$ cat src/rtl/skt_pkg.sv
// shared constants, codes and types of the sorted key table
package skt_pkg;

   // table geometry
   localparam int DEPTH       = 64;
   localparam int IDX_W       = $clog2(DEPTH);
   localparam int CNT_W       = $clog2(DEPTH + 1);
   localparam int KEY_W       = 32;
   localparam int HANDLE_BITS = 16;
   localparam int KIND_W      = 2;
   localparam int STAT_W      = 3;

   // stream word widths
   localparam int REQ_FIELDS_W = KEY_W + HANDLE_BITS + IDX_W;
   localparam int REQ_DATA_W   = ((REQ_FIELDS_W + 7) / 8) * 8;
   localparam int RSP_FIELDS_W = STAT_W + IDX_W + KEY_W + HANDLE_BITS + CNT_W;
   localparam int RSP_DATA_W   = ((RSP_FIELDS_W + 7) / 8) * 8;

   // operation codes
   localparam logic [KIND_W-1:0] KIND_ADD    = 2'd0;
   localparam logic [KIND_W-1:0] KIND_LOOKUP = 2'd1;
   localparam logic [KIND_W-1:0] KIND_REMOVE = 2'd2;
   localparam logic [KIND_W-1:0] KIND_ACCESS = 2'd3;

   // result status codes
   localparam logic [STAT_W-1:0] STAT_ADDED   = 3'd0;
   localparam logic [STAT_W-1:0] STAT_UPDATED = 3'd1;
   localparam logic [STAT_W-1:0] STAT_FULL    = 3'd2;
   localparam logic [STAT_W-1:0] STAT_FOUND   = 3'd3;
   localparam logic [STAT_W-1:0] STAT_MISSING = 3'd4;

   // sequencer states
   typedef enum logic [2:0] {
      ST_IDLE,
      ST_SCAN,
      ST_SHIFT,
      ST_PLACE,
      ST_FETCH,
      ST_MOVE,
      ST_FINISH
   } state_type;

   // access to the entry store
   typedef struct packed {
      logic                    wr_en;
      logic [IDX_W-1:0]        wr_addr;
      logic signed [KEY_W-1:0] wr_key;
      logic [HANDLE_BITS-1:0]  wr_pay;
      logic                    rd_en;
      logic [IDX_W-1:0]        rd_addr;
   } mem_req_type;

endpackage

$ cat src/rtl/sorted_key_table_core.sv
// sorted key table: sequencer, entry count and stream ports
//
// Keeps up to 64 entries (signed 32-bit key, 16-bit handle) in ascending key
// order in a single-port-read, single-port-write store.
// req channel: one word per request; tuser carries the operation kind
// (add, lookup, remove at position, access at position).
// rsp channel: exactly one word per request, in request order.
// csr port: csr_wr_en writes the capacity; write it only while idle.
// One request is worked at a time; req_tready is high only when idle.
// Work per request (n = entries held), with at most one store read per step:
//   lookup / add of present key: search upward from entry 0
//   add of new key: search all n entries, then shift larger entries up one place
//   remove: read the entry, then entries after the position move down one per cycle
//   access: read the entry at the position
// After reset the table is empty and capacity is 64.
// A stalled rsp keeps its word; the next result waits in the finish step.
module sorted_key_table_core (
   input  logic                               clock,
   input  logic                               reset,
   // fields from bit 0: key_id[31:0], payload[47:32], position[53:48], zero pad
   input  logic [skt_pkg::REQ_DATA_W-1:0]     req_tdata,
   // fields from bit 0: kind[1:0]
   input  logic [skt_pkg::KIND_W-1:0]         req_tuser,
   input  logic                               req_tvalid,
   output logic                               req_tready,
   // fields from bit 0: status[2:0], found_position[8:3], out_key[40:9],
   // out_payload[56:41], entry_count[63:57]
   output logic [skt_pkg::RSP_DATA_W-1:0]     rsp_tdata,
   output logic                               rsp_tvalid,
   input  logic                               rsp_tready,
   input  logic                               csr_wr_en,
   input  logic [skt_pkg::CNT_W-1:0]          csr_wr_data
);
   import skt_pkg::*;

   state_type                state_ff, state_in;
   logic [KIND_W-1:0]        kind_ff, kind_in;
   logic signed [KEY_W-1:0]  key_ff, key_in;
   logic [HANDLE_BITS-1:0]   pay_ff, pay_in;
   logic [IDX_W-1:0]         pos_ff, pos_in;
   logic [IDX_W-1:0]         idx_ff, idx_in;
   logic [CNT_W-1:0]         count_ff, count_in;
   logic [CNT_W-1:0]         cap_ff;
   logic [STAT_W-1:0]        status_ff, status_in;
   logic [IDX_W-1:0]         fpos_ff, fpos_in;
   logic signed [KEY_W-1:0]  okey_ff, okey_in;
   logic [HANDLE_BITS-1:0]   opay_ff, opay_in;
   logic                     rsp_valid_ff, rsp_valid_in;
   logic [RSP_DATA_W-1:0]    rsp_data_ff, rsp_data_in;

   mem_req_type              mem_req;
   logic signed [KEY_W-1:0]  rd_key;
   logic [HANDLE_BITS-1:0]   rd_pay;

   logic                     req_fire;
   logic [CNT_W-1:0]         cap_eff;
   logic [CNT_W-1:0]         idx_ext;
   logic [CNT_W-1:0]         pos_ext;
   logic signed [KEY_W-1:0]  req_key;
   logic [HANDLE_BITS-1:0]   req_pay;
   logic [IDX_W-1:0]         req_pos;

   skt_mem u_mem (
      .clock   (clock),
      .mem_req (mem_req),
      .rd_key  (rd_key),
      .rd_pay  (rd_pay)
   );

   // request fields and helpers
   assign req_key  = req_tdata[KEY_W-1:0];
   assign req_pay  = req_tdata[KEY_W+HANDLE_BITS-1:KEY_W];
   assign req_pos  = req_tdata[REQ_FIELDS_W-1:KEY_W+HANDLE_BITS];
   assign req_fire = req_tvalid && req_tready;
   assign cap_eff  = (cap_ff > CNT_W'(DEPTH)) ? CNT_W'(DEPTH) : cap_ff;
   assign idx_ext  = CNT_W'(idx_ff);
   assign pos_ext  = CNT_W'(pos_ff);

   assign req_tready = (state_ff == ST_IDLE);
   assign rsp_tvalid = rsp_valid_ff;
   assign rsp_tdata  = rsp_data_ff;

   // capacity register
   always_ff @(posedge clock) begin
      if (reset) begin
         cap_ff <= CNT_W'(DEPTH);
      end else if (csr_wr_en) begin
         cap_ff <= csr_wr_data;
      end
   end

   // control registers
   always_ff @(posedge clock) begin
      if (reset) begin
         state_ff     <= ST_IDLE;
         count_ff     <= '0;
         rsp_valid_ff <= 1'b0;
      end else begin
         state_ff     <= state_in;
         count_ff     <= count_in;
         rsp_valid_ff <= rsp_valid_in;
      end
   end

   // working and result registers
   always_ff @(posedge clock) begin
      kind_ff     <= kind_in;
      key_ff      <= key_in;
      pay_ff      <= pay_in;
      pos_ff      <= pos_in;
      idx_ff      <= idx_in;
      status_ff   <= status_in;
      fpos_ff     <= fpos_in;
      okey_ff     <= okey_in;
      opay_ff     <= opay_in;
      rsp_data_ff <= rsp_data_in;
   end

   // sequencer: at most one store read and at most one store write per cycle
   always_comb begin
      state_in     = state_ff;
      kind_in      = kind_ff;
      key_in       = key_ff;
      pay_in       = pay_ff;
      pos_in       = pos_ff;
      idx_in       = idx_ff;
      count_in     = count_ff;
      status_in    = status_ff;
      fpos_in      = fpos_ff;
      okey_in      = okey_ff;
      opay_in      = opay_ff;
      rsp_data_in  = rsp_data_ff;
      rsp_valid_in = rsp_valid_ff && !rsp_tready;
      mem_req      = '0;

      case (state_ff)
         ST_IDLE: begin
            if (req_fire) begin
               kind_in   = req_tuser;
               key_in    = req_key;
               pay_in    = req_pay;
               pos_in    = req_pos;
               status_in = STAT_MISSING;
               fpos_in   = '0;
               okey_in   = '0;
               opay_in   = '0;
               idx_in    = '0;
               if (req_tuser == KIND_ADD || req_tuser == KIND_LOOKUP) begin
                  if (count_ff != '0) begin
                     // start the key search at entry 0
                     mem_req.rd_en   = 1'b1;
                     mem_req.rd_addr = '0;
                     state_in        = ST_SCAN;
                  end else if (req_tuser == KIND_LOOKUP) begin
                     state_in = ST_FINISH;
                  end else if (count_ff >= cap_eff) begin
                     status_in = STAT_FULL;
                     state_in  = ST_FINISH;
                  end else begin
                     state_in = ST_PLACE;
                  end
               end else if (CNT_W'(req_pos) < count_ff) begin
                  mem_req.rd_en   = 1'b1;
                  mem_req.rd_addr = req_pos;
                  state_in        = ST_FETCH;
               end else begin
                  state_in = ST_FINISH;
               end
            end
         end

         ST_SCAN: begin
            // read data holds entry idx
            if (rd_key == key_ff) begin
               fpos_in  = idx_ff;
               state_in = ST_FINISH;
               if (kind_ff == KIND_ADD) begin
                  mem_req.wr_en   = 1'b1;
                  mem_req.wr_addr = idx_ff;
                  mem_req.wr_key  = key_ff;
                  mem_req.wr_pay  = pay_ff;
                  status_in       = STAT_UPDATED;
               end else begin
                  status_in = STAT_FOUND;
               end
            end else if (idx_ext + CNT_W'(1) < count_ff) begin
               mem_req.rd_en   = 1'b1;
               mem_req.rd_addr = idx_ff + IDX_W'(1);
               idx_in          = idx_ff + IDX_W'(1);
            end else if (kind_ff == KIND_LOOKUP) begin
               state_in = ST_FINISH;
            end else if (count_ff >= cap_eff) begin
               status_in = STAT_FULL;
               state_in  = ST_FINISH;
            end else begin
               // new key: walk down from the top entry
               mem_req.rd_en   = 1'b1;
               mem_req.rd_addr = IDX_W'(count_ff - CNT_W'(1));
               idx_in          = IDX_W'(count_ff);
               state_in        = ST_SHIFT;
            end
         end

         ST_SHIFT: begin
            // read data holds entry idx - 1
            mem_req.wr_en   = 1'b1;
            mem_req.wr_addr = idx_ff;
            if (key_ff < rd_key) begin
               mem_req.wr_key = rd_key;
               mem_req.wr_pay = rd_pay;
               idx_in         = idx_ff - IDX_W'(1);
               if (idx_ff == IDX_W'(1)) begin
                  state_in = ST_PLACE;
               end else begin
                  mem_req.rd_en   = 1'b1;
                  mem_req.rd_addr = idx_ff - IDX_W'(2);
               end
            end else begin
               mem_req.wr_key = key_ff;
               mem_req.wr_pay = pay_ff;
               count_in       = count_ff + CNT_W'(1);
               status_in      = STAT_ADDED;
               state_in       = ST_FINISH;
            end
         end

         ST_PLACE: begin
            mem_req.wr_en   = 1'b1;
            mem_req.wr_addr = idx_ff;
            mem_req.wr_key  = key_ff;
            mem_req.wr_pay  = pay_ff;
            count_in        = count_ff + CNT_W'(1);
            status_in       = STAT_ADDED;
            state_in        = ST_FINISH;
         end

         ST_FETCH: begin
            // read data holds entry pos
            okey_in   = rd_key;
            opay_in   = rd_pay;
            status_in = STAT_FOUND;
            if (kind_ff == KIND_ACCESS) begin
               state_in = ST_FINISH;
            end else if (pos_ext + CNT_W'(1) < count_ff) begin
               mem_req.rd_en   = 1'b1;
               mem_req.rd_addr = pos_ff + IDX_W'(1);
               idx_in          = pos_ff;
               state_in        = ST_MOVE;
            end else begin
               count_in = count_ff - CNT_W'(1);
               state_in = ST_FINISH;
            end
         end

         ST_MOVE: begin
            // read data holds entry idx + 1, moved down into idx
            mem_req.wr_en   = 1'b1;
            mem_req.wr_addr = idx_ff;
            mem_req.wr_key  = rd_key;
            mem_req.wr_pay  = rd_pay;
            if (idx_ext + CNT_W'(2) < count_ff) begin
               mem_req.rd_en   = 1'b1;
               mem_req.rd_addr = idx_ff + IDX_W'(2);
               idx_in          = idx_ff + IDX_W'(1);
            end else begin
               count_in = count_ff - CNT_W'(1);
               state_in = ST_FINISH;
            end
         end

         ST_FINISH: begin
            // hand the result word to the output register once it is free
            if (!rsp_valid_ff || rsp_tready) begin
               rsp_valid_in = 1'b1;
               rsp_data_in  = RSP_DATA_W'({count_ff, opay_ff, okey_ff, fpos_ff, status_ff});
               state_in     = ST_IDLE;
            end
         end

         default: begin
            state_in = ST_IDLE;
         end
      endcase
   end

`ifndef ASSERT_OFF
   // the entry count never passes the built depth
   a_count_bound: assert property (@(posedge clock) disable iff (reset)
      count_ff <= CNT_W'(DEPTH))
      else $error("entry count above depth");

   // the store is never written while idle or while finishing
   a_write_busy: assert property (@(posedge clock) disable iff (reset)
      mem_req.wr_en |-> (state_ff != ST_IDLE && state_ff != ST_FINISH))
      else $error("store write outside an operation");

   // a new result word only comes from the finish step
   a_rsp_source: assert property (@(posedge clock) disable iff (reset)
      $rose(rsp_valid_ff) |-> $past(state_ff) == ST_FINISH)
      else $error("result word raised outside finish");

   // an accepted request always leaves idle
   a_req_busy: assert property (@(posedge clock) disable iff (reset)
      req_fire |=> state_ff != ST_IDLE)
      else $error("request accepted but sequencer stayed idle");

   // an added entry leaves at least one entry in the table
   a_added_count: assert property (@(posedge clock) disable iff (reset)
      (rsp_valid_ff && rsp_data_ff[STAT_W-1:0] == STAT_ADDED)
         |-> rsp_data_ff[RSP_FIELDS_W-1:RSP_FIELDS_W-CNT_W] != '0)
      else $error("added result with empty table");
`endif

endmodule

$ cat src/rtl/skt_mem.sv
// entry store: one write port and one registered read port
module skt_mem (
   input  logic                                clock,
   input  skt_pkg::mem_req_type                mem_req,
   output logic signed [skt_pkg::KEY_W-1:0]    rd_key,
   output logic [skt_pkg::HANDLE_BITS-1:0]     rd_pay
);
   import skt_pkg::*;

   logic signed [KEY_W-1:0] key_mem [DEPTH];
   logic [HANDLE_BITS-1:0]  pay_mem [DEPTH];
   logic signed [KEY_W-1:0] rd_key_ff;
   logic [HANDLE_BITS-1:0]  rd_pay_ff;

   // write port
   always_ff @(posedge clock) begin
      if (mem_req.wr_en) begin
         key_mem[mem_req.wr_addr] <= mem_req.wr_key;
         pay_mem[mem_req.wr_addr] <= mem_req.wr_pay;
      end
   end

   // registered read port
   always_ff @(posedge clock) begin
      if (mem_req.rd_en) begin
         rd_key_ff <= key_mem[mem_req.rd_addr];
         rd_pay_ff <= pay_mem[mem_req.rd_addr];
      end
   end

   assign rd_key = rd_key_ff;
   assign rd_pay = rd_pay_ff;

endmodule

$ cat config.mk
export PLATFORM = sky130hd
export DESIGN_NAME = sorted_key_table_core
export DESIGN_NICKNAME = d
export VERILOG_FILES = /design/src/rtl/skt_pkg.sv /design/src/rtl/sorted_key_table_core.sv /design/src/rtl/skt_mem.sv
export SDC_FILE = /design/constraint.sdc
export NUM_CORES = 2
export LEC_CHECK = 0
export BUFFER_PORTS_ARGS = -buffer_cell sky130_fd_sc_hd__buf_2
export CORE_MARGIN = 4
export CORE_UTILIZATION = 25
export CTS_CLUSTER_DIAMETER = 120
export DETAILED_ROUTE_END_ITERATION = 8
export SYNTH_ARGS = -nofsm -noshare
export SYNTH_HDL_FRONTEND = slang
export SYNTH_SLANG_ARGS = --single-unit
$ cat constraint.sdc
create_clock -name clock -period 8.95 [get_ports clock]
set_clock_uncertainty 0.15 [all_clocks]
set_input_delay 2.685 -clock clock [delete_from_list [all_inputs] [get_ports clock]]
set_output_delay 2.685 -clock clock [all_outputs]
set_load 0.01 [all_outputs]
Word level (Yosys, flattened, before mapping)
Memory sizes are Yosys's and may differ from the RTL's. A register that Yosys moved wholly into a read port is not among the register bits.
Cells that the tools add are included.
{"block": "op_classes", "n_reduce_logical": 23, "n_mux": 73, "order_cmp": 7, "eq_ne": 28, "addsub": 10}
{"op": "$pmux W55 S4", "n": 1}
{"op": "$mux W7", "n": 18}
{"op": "$mux W55", "n": 2}
{"op": "$mux W3", "n": 23}
{"op": "$pmux W32 S2", "n": 1}
{"op": "$mux W6", "n": 10}
{"op": "$mux W48", "n": 1}
{"op": "$pmux W7 S5", "n": 1}
{"op": "$eq A32 B32 Y1", "n": 1}
{"op": "$lt A32 B32 Y1", "n": 1}
{"op": "$mux W32", "n": 1}
{"op": "$pmux W16 S2", "n": 1}
{"op": "$pmux W6 S5", "n": 1}
{"op": "$pmux W7 S4", "n": 1}
{"op": "$lt A7 B7 Y1", "n": 3}
{"op": "$pmux W3 S7", "n": 1}
{"op": "$ne A2 B2 Y1 const B", "n": 10}
{"op": "$ne A3 B3 Y1 const B", "n": 6}
{"op": "$mux W16", "n": 1}
{"op": "$pmux W3 S5", "n": 1}
{"op": "$add A6 B1 Y7 const B", "n": 2}
{"op": "$add A6 B1 Y6 const B", "n": 2}
{"op": "$pmux W6 S2", "n": 1}
{"op": "$reduce_and A5 Y1", "n": 2}
{"op": "31 further kinds", "n": 49}
{"block": "totals", "in_bits": 70, "ram_bits": 3072, "wordCells": 157, "memories": 2, "ff_bits": 201}
{"name": "u_mem.key_mem", "words": 64, "word_bits": 32, "rd": 1, "rd_clocked_by_memory_dff": 1, "wr": 1, "line_no": "skt_mem.sv:10", "text": "logic signed [KEY_W-1:0] key_mem [DEPTH];"}
{"name": "u_mem.pay_mem", "words": 64, "word_bits": 16, "rd": 1, "rd_clocked_by_memory_dff": 1, "wr": 1, "line_no": "skt_mem.sv:11", "text": "logic [HANDLE_BITS-1:0] pay_mem [DEPTH];"}

Depth between registers and ports, before layout
{"block": "logic_depth", "ltp_word": 9, "depth_mapped": 23, "ltp_nobuf": 16}

Modules after synthesis
From an unflattened synthesis, not the netlist that was laid out.
{"block": "unflattened", "cells_unflattened": 5852, "area_unflattened_um2": 127940.2}
{"mod": "skt_mem", "cells_per_inst": 5001, "area_each_um2": 117742.9, "n_inst": 1}
{"mod": "sorted_key_table_core", "cells_per_inst": 851, "area_each_um2": 10197.3, "n_inst": 1}

Least setup slack after synthesis
OpenSTA, ideal clock, no wires.
{"block": "synth_timing", "path_kind": "input port to flip-flop", "start": "input port rsp_tready", "end": "register rsp_data_ff[0], in the netlist rsp_tdata[0], enable pin", "path_stages": 2, "slack_ns": 2.635, "n_path_buf": 0, "arrival_time_ns": 5.672, "path_cell_list": "nand2b_1 -> nor2b_1"}
{"block": "synth_between", "elab_chain_cells": 2}
{"item": "start: declaration", "line_no": "sorted_key_table_core.sv:30", "text": "input logic rsp_tready,"}
{"item": "$logic_or A1 B1 Y1", "line_no": "sorted_key_table_core.sv:273", "text": "if (!rsp_valid_ff || rsp_tready) begin"}
{"item": "$reduce_and A2 Y1 (no line)"}
{"item": "end signal: assignment", "line_no": "sorted_key_table_core.sv:116", "text": "rsp_data_ff <= rsp_data_in;"}
{"item": "end: declaration", "line_no": "sorted_key_table_core.sv:49", "text": "logic [RSP_DATA_W-1:0] rsp_data_ff, rsp_data_in;"}
Every way passes these cells.
A chain may end at the register's enable or synchronous reset.

Worst setup path after layout
{"block": "layout_timing", "start": "register u_mem.rd_key_ff[15], in the netlist u_mem.rd_key[15] (read register of u_mem.key_mem)", "end": "register u_mem.rd_pay_ff[6], in the netlist u_mem.rd_pay[6] (read register of u_mem.pay_mem) (data pin)"}
{"block": "layout_between", "elab_chain_cells": 3}
{"item": "start: declaration", "line_no": "skt_mem.sv:12", "text": "logic signed [KEY_W-1:0] rd_key_ff;"}
{"item": "$lt A32 B32 Y1 / $eq A32 B32 Y1 (equally long branches)", "line_no": "sorted_key_table_core.sv:208, sorted_key_table_core.sv:174"}
{"item": "$mux W7, on equally long branches", "line_no": "sorted_key_table_core.sv:208, sorted_key_table_core.sv:174"}
{"item": "$pmux W7 S5 *", "line_no": "sorted_key_table_core.sv:136", "text": "case (state_ff)"}
{"item": "end: declaration", "line_no": "skt_mem.sv:13", "text": "logic [HANDLE_BITS-1:0] rd_pay_ff;"}
Every way passes the cells marked *; elsewhere a longest branch is shown, timed or not.

==> impl_metrics.toml <==
[outcome]
outcome = "finished clean"

[clock_network]
cts_tree = "done"
cts.sinks = 3321
htreeDepth = 5
clk_latency_ns = 0.90
ctsHoldBuffers = 0
cts_resized = 0
numCtsBuffers = 326
post-cts-setup-buffers = 0
root_buffer = "clkbuf_16"
cts.clk_slew.worst_paths_ns = 0.06
clk_path_buf_depth = 4

[synth]
synth_seq_cells = 3321
synth-seq-area-share_pct = 75.19
synth.distinct_cells = 88
syn-cell-area_um2 = 132400
synth_nets = 8666
synth.yosys.warnings = 0
synth_cells = 8525
postSynthAreaPerCell_um2 = 15.53
async_flop_share_pct = 0
dominantRegCellSynth = "edfxtp_1"
synth_edf_count = 3303

[power]
powerDensity_nw_per_um2 = 370.2
leakage_uw = 0.05190
max-vdd-ir-drop_mv = 0.3161
power_uw = 56760

[sta]
drv_slew = 0
holdWs_ns = 0.2647
setup_tns_ns = 0
fin_crit_sh_pct = 82.22
rsz0062_at_grt = "false"
setup_viol = 0
tightest_slew_ns = 1.371
fmax_mhz = 135.9
hold_viol = 0
period_needed_ns = 7.359
slew_headroom_pct = 8.374

[critical_path]
worstSetupPathType = "reg2reg"
crit_buf_inv = 4
start_kind = "register"
cp_data_required_time_ns = 9.38
critPathSlowestCell = "o221ai_4"
crit_family = "compound AO/OA/AOI/OAI gates"
slowest_delay_ns = 1.01
path_max_fanout = 55
r2r_slack_ns = 1.59
end_kind = "register"
r2r-start = "u_mem.rd_key[15]"
cp_cell_sequence = "inv_1, ha_1, nand4_2, nor3_1, a21boi_1, o41a_1, or3_1, o221ai_4, buf_4, buf_4, mux2i_1, mux2i_1, a22o_1, nor4b_1, buf_4, a311oi_1"
timing.rr.end = "u_mem.rd_pay[6]"
rr_worst_depth = 16
cpMostUsedCell = "buf_4"
cp.arrival_ns = 7.78

[layout]
syn_to_final_growth_pct = 15.83
drive_gt1_share_pct = 12.93
finalNonFillerCells = 16010
num-fill-cells = 52060
final_util_pct = 29.03
nNetsFinal = 8907

[placement]
place_congestion = 0.8515
dp_hpwl_um = 238200
placedCellCount = 15430
io_buffers = 133

[floorplanning]
die_w_um = 735.7
ios = 136
floorplan.initialDensity_pct = 25.07
die_h_um = 735.7
die_area_um2 = 541300
core_area_um2 = 528200
rows = 267

[worst_hold_path]
min_path_type = "reg2reg"
whs_endpoint = "rsp_tdata[39]"
worstHoldPathCells = 0
holdCritStartpoint = "okey_ff[30]"

[route]
first_iter_violations = 11080
drc = 0
vias_per_cell = 5.012
ant_nets = 0
drt-pass1-iter-count = 6
routedWlPerCell_um = 26.19
vias = 80260
drt-total-wl_um = 419300

[global_route]
grt.overflow.total = 0
grt_pass1_wl_um = 581400
grt_pass1_vias = 74550
grt.total_usage_pct = 14.80
antenna_found_initial = 23
grt_max_degree = 122

[flow_run]
max_cap_viol_count = 0
## kinds of logic (layout without fill, tap and decap cells)
family | count (synthesis) | in the layout | share of synthesized area [%]
AO/OA/AOI/OAI | 1134 | 1134 | 6.050
adder cells (fa/ha/maj) | 71 | 71 | 0.6710
flip-flops | 3321 | 3321 | 75.19
XOR/XNOR | 28 | 28 | 0.1852
AND/OR/NAND/NOR | 2522 | 2522 | 8.319
buffers and inverters | 622 | 1102 | 2.290
other | 0 | 14 | 0
multiplexers | 827 | 827 | 7.298
## cell usage after synthesis (9+ instances only)
cell type,instances,share of area (%)
buf_2,209,0.79
clkbuf_1,199,0.56
o211ai_1,20,0.11
a32oi_1,64,0.42
a211oi_1,128,0.73
a2111oi_0,43,0.28
nand2_1,1415,4.0
buf_6,27,0.23
nand4_1,49,0.23
nand3_1,695,2.6
nand2b_1,9,0.043
buf_1,44,0.12
and4_1,20,0.13
and3_1,71,0.34
a311oi_1,27,0.18
ha_1,71,0.67
o211a_1,17,0.13
nor3b_1,12,0.068
a221o_1,16,0.12
a31oi_1,25,0.12
a221oi_1,118,0.78
nor2b_1,9,0.043
nor2_1,174,0.49
xnor2_1,19,0.13
nor3_1,27,0.10
a21oi_1,367,1.4
buf_4,59,0.33
inv_1,82,0.23
o22ai_1,21,0.099
dfxtp_1,18,0.27
a22oi_1,81,0.46
a22o_1,52,0.34
a32o_1,12,0.091
mux2i_1,711,5.4
edfxtp_1,3303,75
xor2_1,9,0.060
mux4_2,110,1.9
o21ai_0,60,0.23
## worst reg2reg max path: stages, from the launching register on
cell,delay [ns]
edfxtp_1,0.65
inv_1,0.31
ha_1,0.38
nand4_2,0.21
nor3_1,0.20
a21boi_1,0.17
o41a_1,0.55
or3_1,0.73
o221ai_4,1.02
buf_4,0.86
buf_4,0.66
mux2i_1,0.31
mux2i_1,0.12
a22o_1,0.22
nor4b_1,0.26
buf_4,0.20
a311oi_1,0.06
## layout by cell type (no fill, tap or decap), types with 110 or more instances in the layout
master	Yosys	final
edfxtp_1	3303	3303
a221oi_1	118	118
nand2_1	1415	1409
a21oi_1	367	367
nand3_1	695	694
buf_4	59	253
mux4_2	110	110
a211oi_1	128	128
buf_2	209	133
clkbuf_16	0	331
mux2i_1	711	711
## where the power goes
| part | switching, uW | internal [uW] |
|---|---|---|
| clock | 5780 | 7690 |
| sequential | 716 | 20400 |
| combinational | 15600 | 6670 |
## per-stage QoR
| step | instance area (um2) | worst slack, ns |
|---|---|---|
| global route | 153300 | 1.370 |
| floorplan | 132400 | 2.635 |
| global placement | 143100 | 1.005 |
| CTS | 153300 | 1.719 |
| detailed placement | 143100 | 0.9503 |
| finish | 153400 | 1.591 |
## state kept, by name, summed over array words and instances (netlist names)
name and flops:
state_ff 3, key_ff 32, u_mem.key_mem 2048, rsp_tdata 64, pos_ff 6, idx_ff 6, u_mem.rd_key 32, pay_ff 16
u_mem.rd_pay 16, count_ff 7, okey_ff 32, cap_ff 7, kind_ff 2, status_ff 3, u_mem.pay_mem 1024, rsp_tvalid 1
fpos_ff 6, opay_ff 16
## metal layers
layer / vias up / wire [um] / part of all wire, % / global-route usage (%)
li1: 33480 / - / - / -
met1: 41230 / 163900 / 39 / 19.85
met2: 4728 / 192500 / 46 / 23.45
met3: 826 / 46070 / 11 / 3.126
met4: 2 / 16850 / 4.0 / 5.663
met5: - / 14 / 0.0033 / 0
## how the worst max path moves through the flow
| stage | end | depth (start not counted) | slack, ns | startpoint |
|---|---|---|---|---|
| floorplan | rsp_tdata[0] | 2 | 2.63 | rsp_tready |
| global placement | u_mem.rd_key[23] | 14 | 1.00 | req_tdata[53] |
| detailed placement | u_mem.rd_key[23] | 14 | 0.95 | req_tdata[53] |
| CTS | u_mem.rd_pay[14] | 18 | 1.72 | idx_ff[2] |
| global route | u_mem.rd_pay[14] | 18 | 1.37 | idx_ff[2] |
| finish | u_mem.rd_pay[6] | 16 | 1.59 | u_mem.rd_key[15] |
## layout make-up
class / instances / area (um2) / area share (%)
Tap cell: 6994 / 8751 / 5.706
Clock inverter: 181 / 1744 / 1.137
Multi-Input combinational cell: 4582 / 30560 / 19.93
Inverter: 83 / 311.5 / 0.2032
Clock buffer: 386 / 8519 / 5.556
Timing Repair Buffer: 452 / 3886 / 2.534
Antenna cell: 14 / 35.03 / 0.02285
Sequential cell: 3321 / 99550 / 64.91
Power figures use the tool's default switching activity.
